### config.mk
export PLATFORM = sky130hd
export DESIGN_NAME = array_list_engine
export DESIGN_NICKNAME = d
export VERILOG_FILES = /design/src/ale_pkg.sv /design/src/ale_ram.sv /design/src/array_list_engine.sv
export SDC_FILE = /design/constraint.sdc
export NUM_CORES = 2
export LEC_CHECK = 0
export BUFFER_PORTS_ARGS = -buffer_cell sky130_fd_sc_hd__buf_2
export CAP_MARGIN = 20
export CELL_PAD_IN_SITES_DETAIL_PLACEMENT = 0
export CELL_PAD_IN_SITES_GLOBAL_PLACEMENT = 2
export CORE_MARGIN = 8
export CORE_UTILIZATION = 42
export DETAILED_ROUTE_END_ITERATION = 12
export GPL_TIMING_DRIVEN = 1
export PLACE_DENSITY = 0.77
export SLEW_MARGIN = 10
export SYNTH_ARGS = -nofsm -noshare
export SYNTH_HDL_FRONTEND = slang
export SYNTH_SLANG_ARGS = --single-unit
### constraint.sdc
create_clock -name clock -period 18.75 [get_ports clock]
set_input_delay 3.75 -clock clock [delete_from_list [all_inputs] [get_ports clock]]
set_output_delay 3.75 -clock clock [all_outputs]
set_load 0.05 [all_outputs]
### src/ale_pkg.sv
// Shared types and constants of the array list engine.
// No dependencies; used by array_list_engine.
package ale_pkg;

   localparam int DEPTH  = 8;
   localparam int DATA_W = 32;
   localparam int IDX_W  = 3;
   localparam int CNT_W  = 4;
   localparam int ROW_W  = DEPTH * DATA_W;

   typedef enum logic [2:0] {
      OP_CLEAR    = 3'd0,
      OP_PUSH     = 3'd1,
      OP_INSERT   = 3'd2,
      OP_POP_HEAD = 3'd3,
      OP_POP_TAIL = 3'd4,
      OP_POP_AT   = 3'd5,
      OP_READ_AT  = 3'd6,
      OP_FIND     = 3'd7
   } op_type;

   typedef enum logic [2:0] {
      ST_OK       = 3'd0,
      ST_FULL     = 3'd1,
      ST_EMPTY    = 3'd2,
      ST_BADIDX   = 3'd3,
      ST_NOTFOUND = 3'd4
   } status_type;

endpackage

### src/ale_ram.sv
// Generic single-clock RAM, one write port and one registered read port.
// No dependencies.
module ale_ram #(
   parameter int WIDTH = 32,
   parameter int DEPTH = 8
) (
   input  logic                                      clock,
   input  logic                                      wr_en,
   input  logic [(DEPTH > 1 ? $clog2(DEPTH) : 1)-1:0] wr_addr,
   input  logic [WIDTH-1:0]                          wr_data,
   input  logic                                      rd_en,
   input  logic [(DEPTH > 1 ? $clog2(DEPTH) : 1)-1:0] rd_addr,
   output logic [WIDTH-1:0]                          rd_data
);

   logic [WIDTH-1:0] mem_ff [DEPTH];
   logic [WIDTH-1:0] rd_data_ff;

   always_ff @(posedge clock) begin
      if (wr_en) begin
         mem_ff[wr_addr] <= wr_data;
      end
      if (rd_en) begin
         rd_data_ff <= mem_ff[rd_addr];
      end
   end

   assign rd_data = rd_data_ff;

endmodule

### src/array_list_engine.sv
// Array list engine top level: ordered list of signed 32-bit values in one RAM row.
// Depends on ale_pkg and ale_ram.
//
// Usage:
//   Request channel (req_valid/req_ready): one transfer carries an operation,
//   a position and a value. Result channel (rsp_valid/rsp_ready): every request
//   gives exactly one result with value, found position, status and the entry
//   count after the operation.
//   A request is taken only in S_IDLE and executed in S_EXEC, where its result
//   is registered; no new request is taken until that has finished. The whole
//   list sits in one RAM row; the transfer edge reads the row, the execute
//   cycle shifts, searches and writes it back, and the idle cycle after it
//   keeps the next read behind that write; the single row port sets the rate.
//   The result register is separate from the request side: a new request is
//   taken while a result waits. If the receiver stalls, the engine holds the
//   next operation in its execute cycle until the result register frees.
//   Reset: synchronous, active high; the list is empty afterwards. Slots
//   beyond the entry count are never observed, so the RAM needs no clearing.
module array_list_engine (
   input  logic                      clock,
   input  logic                      reset,
   input  logic                      req_valid,
   output logic                      req_ready,
   input  logic [2:0]                req_operation,
   input  logic [2:0]                req_position,
   input  logic signed [31:0]        req_item_value,
   output logic                      rsp_valid,
   input  logic                      rsp_ready,
   output logic signed [31:0]        rsp_result_value,
   output logic [2:0]                rsp_found_position,
   output logic [2:0]                rsp_status,
   output logic [3:0]                rsp_entry_count
);

   typedef enum logic {
      S_IDLE,
      S_EXEC
   } state_type;

   localparam int DEPTH  = ale_pkg::DEPTH;
   localparam int DATA_W = ale_pkg::DATA_W;
   localparam int IDX_W  = ale_pkg::IDX_W;
   localparam int CNT_W  = ale_pkg::CNT_W;
   localparam int ROW_W  = ale_pkg::ROW_W;

   state_type                 state_ff;
   ale_pkg::op_type           op_ff;
   logic [IDX_W-1:0]          pos_ff;
   logic [DATA_W-1:0]         val_ff;
   logic [CNT_W-1:0]          count_ff;
   logic [CNT_W-1:0]          count_in;

   logic                      rsp_valid_ff;
   logic [DATA_W-1:0]         rsp_value_ff;
   logic [IDX_W-1:0]          rsp_found_ff;
   ale_pkg::status_type       rsp_status_ff;
   logic [CNT_W-1:0]          rsp_count_ff;

   logic [DATA_W-1:0]         res_in;
   logic [IDX_W-1:0]          found_in;
   ale_pkg::status_type       status_in;

   logic [ROW_W-1:0]          rd_row;
   logic [ROW_W-1:0]          wr_row;
   logic                      wr_en;
   logic                      rd_en;
   logic                      req_xfer;
   logic                      finish;

   logic [DATA_W-1:0]         cur  [DEPTH];
   logic [DATA_W-1:0]         nxt  [DEPTH];

   assign req_ready = (state_ff == S_IDLE);
   assign req_xfer  = req_valid && req_ready;
   assign rd_en     = req_xfer;
   assign finish    = (state_ff == S_EXEC) && (!rsp_valid_ff || rsp_ready);
   assign wr_en     = finish;

   ale_ram #(
      .WIDTH (ROW_W),
      .DEPTH (1)
   ) u_row_ram (
      .clock   (clock),
      .wr_en   (wr_en),
      .wr_addr (1'b0),
      .wr_data (wr_row),
      .rd_en   (rd_en),
      .rd_addr (1'b0),
      .rd_data (rd_row)
   );

   always_comb begin
      for (int i = 0; i < DEPTH; i++) begin
         cur[i] = rd_row[i*DATA_W +: DATA_W];
      end
   end

   always_comb begin
      logic [CNT_W-1:0] pos_ext;
      logic [IDX_W-1:0] take;
      logic             full;
      logic             empty;
      logic             hit;
      pos_ext   = {1'b0, pos_ff};
      full      = (count_ff == CNT_W'(DEPTH));
      empty     = (count_ff == '0);
      take      = '0;
      hit       = 1'b0;
      count_in  = count_ff;
      res_in    = '0;
      found_in  = '0;
      status_in = ale_pkg::ST_OK;
      for (int i = 0; i < DEPTH; i++) begin
         nxt[i] = cur[i];
      end
      unique case (op_ff)
         ale_pkg::OP_CLEAR: begin
            count_in = '0;
         end
         ale_pkg::OP_PUSH: begin
            if (full) begin
               status_in = ale_pkg::ST_FULL;
            end else begin
               nxt[count_ff[IDX_W-1:0]] = val_ff;
               count_in = count_ff + 1'b1;
            end
         end
         ale_pkg::OP_INSERT: begin
            if (full) begin
               status_in = ale_pkg::ST_FULL;
            end else if (pos_ext > count_ff) begin
               status_in = ale_pkg::ST_BADIDX;
            end else begin
               for (int i = 1; i < DEPTH; i++) begin
                  if (IDX_W'(i) > pos_ff) begin
                     nxt[i] = cur[i-1];
                  end
               end
               nxt[pos_ff] = val_ff;
               count_in = count_ff + 1'b1;
            end
         end
         ale_pkg::OP_POP_HEAD, ale_pkg::OP_POP_TAIL, ale_pkg::OP_POP_AT: begin
            if (op_ff == ale_pkg::OP_POP_HEAD) begin
               take = '0;
            end else if (op_ff == ale_pkg::OP_POP_TAIL) begin
               take = IDX_W'(count_ff - 1'b1);
            end else begin
               take = pos_ff;
            end
            if (empty) begin
               status_in = ale_pkg::ST_EMPTY;
            end else if (op_ff == ale_pkg::OP_POP_AT && pos_ext >= count_ff) begin
               status_in = ale_pkg::ST_BADIDX;
            end else begin
               res_in = cur[take];
               for (int i = 0; i < DEPTH - 1; i++) begin
                  if (IDX_W'(i) >= take) begin
                     nxt[i] = cur[i+1];
                  end
               end
               count_in = count_ff - 1'b1;
            end
         end
         ale_pkg::OP_READ_AT: begin
            if (empty) begin
               status_in = ale_pkg::ST_EMPTY;
            end else if (pos_ext >= count_ff) begin
               status_in = ale_pkg::ST_BADIDX;
            end else begin
               res_in = cur[pos_ff];
            end
         end
         ale_pkg::OP_FIND: begin
            for (int i = DEPTH - 1; i >= 0; i--) begin
               if ((CNT_W'(i) < count_ff) && (cur[i] == val_ff)) begin
                  hit      = 1'b1;
                  found_in = IDX_W'(i);
               end
            end
            if (!hit) begin
               status_in = ale_pkg::ST_NOTFOUND;
            end
         end
         default: begin
            status_in = ale_pkg::ST_OK;
         end
      endcase
   end

   always_comb begin
      for (int i = 0; i < DEPTH; i++) begin
         wr_row[i*DATA_W +: DATA_W] = nxt[i];
      end
   end

   always_ff @(posedge clock) begin
      if (reset) begin
         state_ff     <= S_IDLE;
         count_ff     <= '0;
         rsp_valid_ff <= 1'b0;
      end else begin
         unique case (state_ff)
            S_IDLE: begin
               if (req_xfer) begin
                  state_ff <= S_EXEC;
               end
            end
            S_EXEC: begin
               if (finish) begin
                  state_ff <= S_IDLE;
                  count_ff <= count_in;
               end
            end
            default: begin
               state_ff <= S_IDLE;
            end
         endcase
         if (finish) begin
            rsp_valid_ff <= 1'b1;
         end else if (rsp_ready) begin
            rsp_valid_ff <= 1'b0;
         end
      end
      if (req_xfer) begin
         op_ff  <= ale_pkg::op_type'(req_operation);
         pos_ff <= req_position;
         val_ff <= req_item_value;
      end
      if (finish) begin
         rsp_value_ff  <= res_in;
         rsp_found_ff  <= found_in;
         rsp_status_ff <= status_in;
         rsp_count_ff  <= count_in;
      end
   end

   assign rsp_valid          = rsp_valid_ff;
   assign rsp_result_value   = rsp_value_ff;
   assign rsp_found_position = rsp_found_ff;
   assign rsp_status         = rsp_status_ff;
   assign rsp_entry_count    = rsp_count_ff;

   a_count_bound: assert property (@(posedge clock) disable iff (reset)
      count_ff <= CNT_W'(DEPTH))
      else $error("entry count above capacity");

   a_accept_exec: assert property (@(posedge clock) disable iff (reset)
      req_xfer |=> (state_ff == S_EXEC))
      else $error("transfer did not enter execute");

   a_write_in_exec: assert property (@(posedge clock) disable iff (reset)
      wr_en |-> (state_ff == S_EXEC))
      else $error("row written outside execute");

   a_rsp_from_exec: assert property (@(posedge clock) disable iff (reset)
      $rose(rsp_valid_ff) |-> $past(state_ff == S_EXEC))
      else $error("result raised without an execute cycle");

   a_count_change: assert property (@(posedge clock) disable iff (reset)
      !$stable(count_ff) |-> $past(finish))
      else $error("entry count changed without a finished operation");

endmodule

# After elaboration in Yosys (flattened, before gate mapping)
# Memory sizes are Yosys's and may differ from the RTL's. A register that Yosys moved wholly into a read port is not among the register bits.
# Index checks and enable logic that the tools add are counted.
[classes]
add_sub_neg = 2
n_lt_le_gt_ge = 29
eq_ne = 16
n_mux = 100
bitwise = 5
n_reduce_logical = 23
[op_table]
columns = ["op", "count"]
rows = [
  ["32-bit 2-to-1 mux", 45],
  ["256-bit 2-to-1 mux", 3],
  ["224-bit case mux with 3 select lines", 1],
  ["256-bit bitwise mux", 2],
  ["224-bit 2-to-1 mux", 2],
  ["32-bit equality test", 8],
  ["32-bit binary-select mux with 3-bit select", 2],
  ["32-bit demux with 3-bit select", 2],
  ["32-bit case mux with 2 select lines", 2],
  ["3-bit 2-to-1 mux", 8],
  ["4-bit 2-to-1 mux", 5],
  ["1-bit 2-to-1 mux", 17],
  ["3-bit by 4-bit < comparator with 1-bit output, first input constant", 4],
  ["2-bit 2-to-1 mux", 8],
  ["4-bit case mux with 4 select lines", 1],
  ["3-bit case mux with 5 select lines", 1],
  ["1-bit logical AND", 13],
  ["3-bit equality test, second input constant", 4],
  ["4-bit greater-or-equal comparator, second input constant", 3],
  ["3-bit greater-than comparator, first input constant", 4],
  ["3-bit inverter with 4-bit output", 3],
  ["3-bit greater-or-equal comparator, first input constant", 3],
  ["1-bit by 4-bit < comparator with 1-bit output, first input constant", 2],
  ["2-bit by 4-bit < comparator with 1-bit output, first input constant", 2],
  ["other kinds (23)", 30],
]
[word_totals]
register_bits = 86
ramBits = 256
output_inout_bits = 44
memories = 1
[mem_list]
columns = ["name", "depth", "word_bits", "read_ports", "rd_ports_with_merged_regs", "write_ports", "line", "source"]
rows = [
  ["u_row_ram.mem_ff", 1, 256, 1, 1, 1, "ale_ram.sv:16", "logic [WIDTH-1:0] mem_ff [DEPTH];"],
]

# Depth between registers and ports, before layout
[depth]
ltp_word = 13
mapped_depth = 14
mapped_depth_nobuf = 9

# Cells and area by module
# Synthesis repeated with hierarchy kept, for this count alone.
[unflattened]
cells_unflattened = 3268
hier_area_um2 = 33499.6
[by_module_without_submodules]
columns = ["module", "n_inst", "cells_each", "area_each_um2", "seq_area_each_um2"]
rows = [
  ["array_list_engine", 1, 2756, 18124.9, 2522.4],
  ["ale_ram", 1, 512, 15374.7, 15374.7],
]

# Worst setup path after synthesis
# Ideal clock, no wire load.
[synth_timing]
path_type = "input port to flip-flop"
start = "in req_valid"
end = "reg op_ff[0], enable pin"
setup_ns = 0.991
arrival_time_ns = 16.389
path_slack_ns = 1.370
path_stages = 1
path_cell_list = "nor2b_1"
[synth_via]
elab_chain_len = 1
[synth_rtl]
columns = ["item", "line", "source"]
rows = [
  ["start: declaration", "array_list_engine.sv:22", "input logic req_valid,"],
  ["1-bit logical AND", "array_list_engine.sv:74", "assign req_xfer = req_valid && req_ready;"],
  ["end signal: assignment", "array_list_engine.sv:226", "op_ff <= ale_pkg::op_type'(req_operation);"],
  ["end: declaration", "array_list_engine.sv:47", "ale_pkg::op_type op_ff;"],
]
# No other way between the ends.
# A chain may end at the register's enable or synchronous reset.

# Worst setup path after layout
[layout_timing]
start = "in req_valid"
end = "reg u_row_ram.rd_data_ff[190], in the netlist u_row_ram.rd_data[190], read port of u_row_ram.mem_ff, enable pin"
[layout_via]
elab_chain_len = 1
[layout_rtl]
columns = ["item", "line", "source"]
rows = [
  ["1-bit logical AND", "array_list_engine.sv:74", ""],
  ["net rd_en", "array_list_engine.sv:66", "logic rd_en;"],
  ["end: declaration", "ale_ram.sv:17", "logic [WIDTH-1:0] rd_data_ff;"],
]
# The timed path passes the listed nets, and every way through them passes these cells.

==> flow_summary.yaml <==
power_and_ir_drop:
  power_w: 0.003938
  p_per_area_nw_per_um2: 104.1
  power_leakage_nw: 13.85
  ir_drop_v: 0.00007744
worst_hold_path:
  hp-start: "u_row_ram.mem_ff[0][134]"
  hold_class: "reg -> reg"
synth:
  ys_ff_latch: 598
  synth_edf_count: 592
  synth_top_flop_cell: "edfxtp_1"
  seq_area_frac_synth_pct: 52.47
  synth_top_area_share_pct: 52.12
  syn_inst: 3261
  synth.area.top_cells: "edfxtp_1 (52%), nand2_1 (5.1%), xor2_1 (4.6%)"
  synth_area_um2: 34110
  synth_warnings: 0
  synth.distinct_cells: 72
  syn_avg_cell_area_um2: 10.46
  synthesis.nets: 3309
  synth-async-reset-ratio_pct: 0
  yosys.area.top_type: "edfxtp_1"
drt:
  drt_pass1_iterations: 9
  wire_per_inst_um: 38.11
  routed-wl-met3_mm: 21.65
  vias: 30760
  via_per_inst: 7.265
  wl_met1_mm: 59.97
  dr_wl_met2_mm: 68.43
  antenna_left: 0
  route.detailed.drc: 0
  routed_wl_mm: 161.4
  top_layer: "met5"
  drtIter0Drc: 5770
worst_setup_path:
  critical_path.most_common_cell: "buf_4"
  crit_slowest_cell: "buf_4"
  max_stage_delay_ns: 0.96
  cp_cell_sequence: "buf_2 > nor2b_4 > buf_4 > buf_4 > buf_4 > buf_4"
  worstSetupStartpointType: "input pin"
  arrival_ns: 7.29
  end_kind: "register"
  worstPathRequired_ns: 19.01
  startpoint: "req_valid"
  cp_max_fo: 69
  r2r_start: "pos_ff[0]"
  path_class: "in -> reg"
final_layout:
  seqCellArea_um2: 17900
  fillCellCount: 7444
  layout-drive-gt1-share_pct: 11.51
  multiInputGateArea_um2: 14630
  syn2layout_area_growth_pct: 10.90
  nNetsFinal: 3163
timing:
  fin_setup_tns_ns: 0
  setup_ws_ns: 11.72
  max_freq_mhz: 142.2
  period_share_pct: 37.51
  finalSetupViolCount: 0
  slew_headroom_pct: 20.58
  grt_setup_unrepaired: "no"
  skew_ns: 0.01992
  maxSlewViolCount: 0
  hold_violations: 0
  worst_pin_slew_ns: 1.180
  period_needed_ns: 7.033
clock_tree:
  postCtsSetupBuffers: 0
  insertion_delay_ns: 0.63
  clockBufferDepth: 3
  numCtsBuffers: 71
  cts_hold_buf: 0
  cts_tree: "done"
  clock-sinks: 598
  cts_max_level: 3
  cts_root_buf: "clkbuf_16"
  clk_pin_slew_ns: 0.06
  cts_resized: 0
die:
  start_util_pct: 42.42
  die_w_um: 301.0
  dieArea_um2: 90590
  die_y_um: 301.0
  rows: 104
  pin_count: 86
  coreArea_um2: 80420
place:
  hpwl_mm: 98.23
  port_buffers: 85
  pre_cts_ws_ns: 11.06
  gp_congestion: 1.005
global_routing:
  antenna_found_initial: 10
  globalRoute.totalOverflow: 0
  first_global_vias: 28560
  grt_max_degree: 142
  grt_pass1_wl_mm: 224.6
  grtUsageTotal_pct: 34.37
job:
  max-cap-violations: 0
status:
  status: "finished clean"
-- flip-flops by register name, summed over array words and instances, names as in the netlist, 3 cells and up --
register            cells
rsp_found_position      3
val_ff                 32
rsp_result_value       32
op_ff                   3
pos_ff                  3
u_row_ram.rd_data     256
rsp_entry_count         4
u_row_ram.mem_ff      256
count_ff                4
rsp_status              3
-- cells by family after synthesis --
kind of cell | count (synthesis) | synth area share [%]
flip-flops | 598 | 52.47
AO/OA/AOI/OAI | 930 | 20.07
buffers and inverters | 495 | 5.649
AND/OR/NAND/NOR | 849 | 11.23
multiplexers | 126 | 3.767
XOR/XNOR | 257 | 6.599
adder cells (fa/ha/maj) | 6 | 0.2201
-- path summary, 6_finish.rpt --
path                                    to  slack (ns)  cells past startpoint
hold / removal      u_row_ram.rd_data[134]        0.41                      0
hold reg to reg     u_row_ram.rd_data[134]        0.41                      0
setup / recovery    u_row_ram.rd_data[190]       11.72                      6
setup reg to reg  u_row_ram.mem_ff[0][167]       13.46                     13
-- per-stage QoR --
step / instances / utilization [%] / hold WS (ns) / cell area, um2
2_1_floorplan: 3261 / - / 0.4003 / 34110
3_3_place_gp: 4101 / 44.04 / 0.4000 / 35420
3_5_place_dp: 4101 / 44.04 / 0.4045 / 35420
4_1_cts: 4229 / 47.02 / 0.4064 / 37810
5_1_grt: 4230 / 47.03 / 0.4147 / 37820
6_report: 4234 / 47.04 / 0.4112 / 37830
-- where the power goes --
group	switching (W)	internal [W]
clock	0.000590	0.000867
sequential	0.000133	0.00162
combinational	0.000519	0.000213
-- metal layers --
metal	global-route usage (%)	vias to the layer above
met4	20.03	6
met1	45.38	15130
met5	0	-
met2	50.23	2791
met3	9.629	589
li1	-	12250
-- worst max-delay path: cells and delay by family --
family | cells | cell delay (ns)
buf+inv | 5 | 3.23
simple gates | 1 | 0.12
-- cell usage after synthesis (76+ instances only) --
master / n
xor2_1: 181
o21ai_0: 111
nand2_1: 462
a21oi_1: 139
a221o_1: 85
clkbuf_1: 304
xnor2_1: 76
o22ai_1: 194
inv_1: 81
mux2i_1: 116
nand3_1: 137
edfxtp_1: 592
a222oi_1: 123
-- final cells by class --
type,instances,area share [%]
clock inverters,36,1.121
inverters,83,0.8434
repair buffers,193,3.294
diodes,4,0.02646
well taps,1060,3.506
flip-flops and latches,598,47.31
clock buffers,92,5.210
multi-input cells,2168,38.69
-- cell usage in the layout (no fill, tap or decap), types with 42 or more instances in the layout --
cell type / instances
o22ai_1: 191
mux2i_1: 116
nand3_1: 135
o221ai_1: 42
o21ai_0: 111
xnor2_1: 76
clkbuf_16: 75
buf_2: 86
buf_4: 106
nor4_1: 67
edfxtp_1: 592
a22o_1: 52
nand2_1: 460
a222oi_1: 123
a22oi_1: 51
inv_1: 80
nor2_1: 61
a221o_1: 85
a21oi_1: 135
xor2_1: 181
Power figures use the tool's default switching activity.
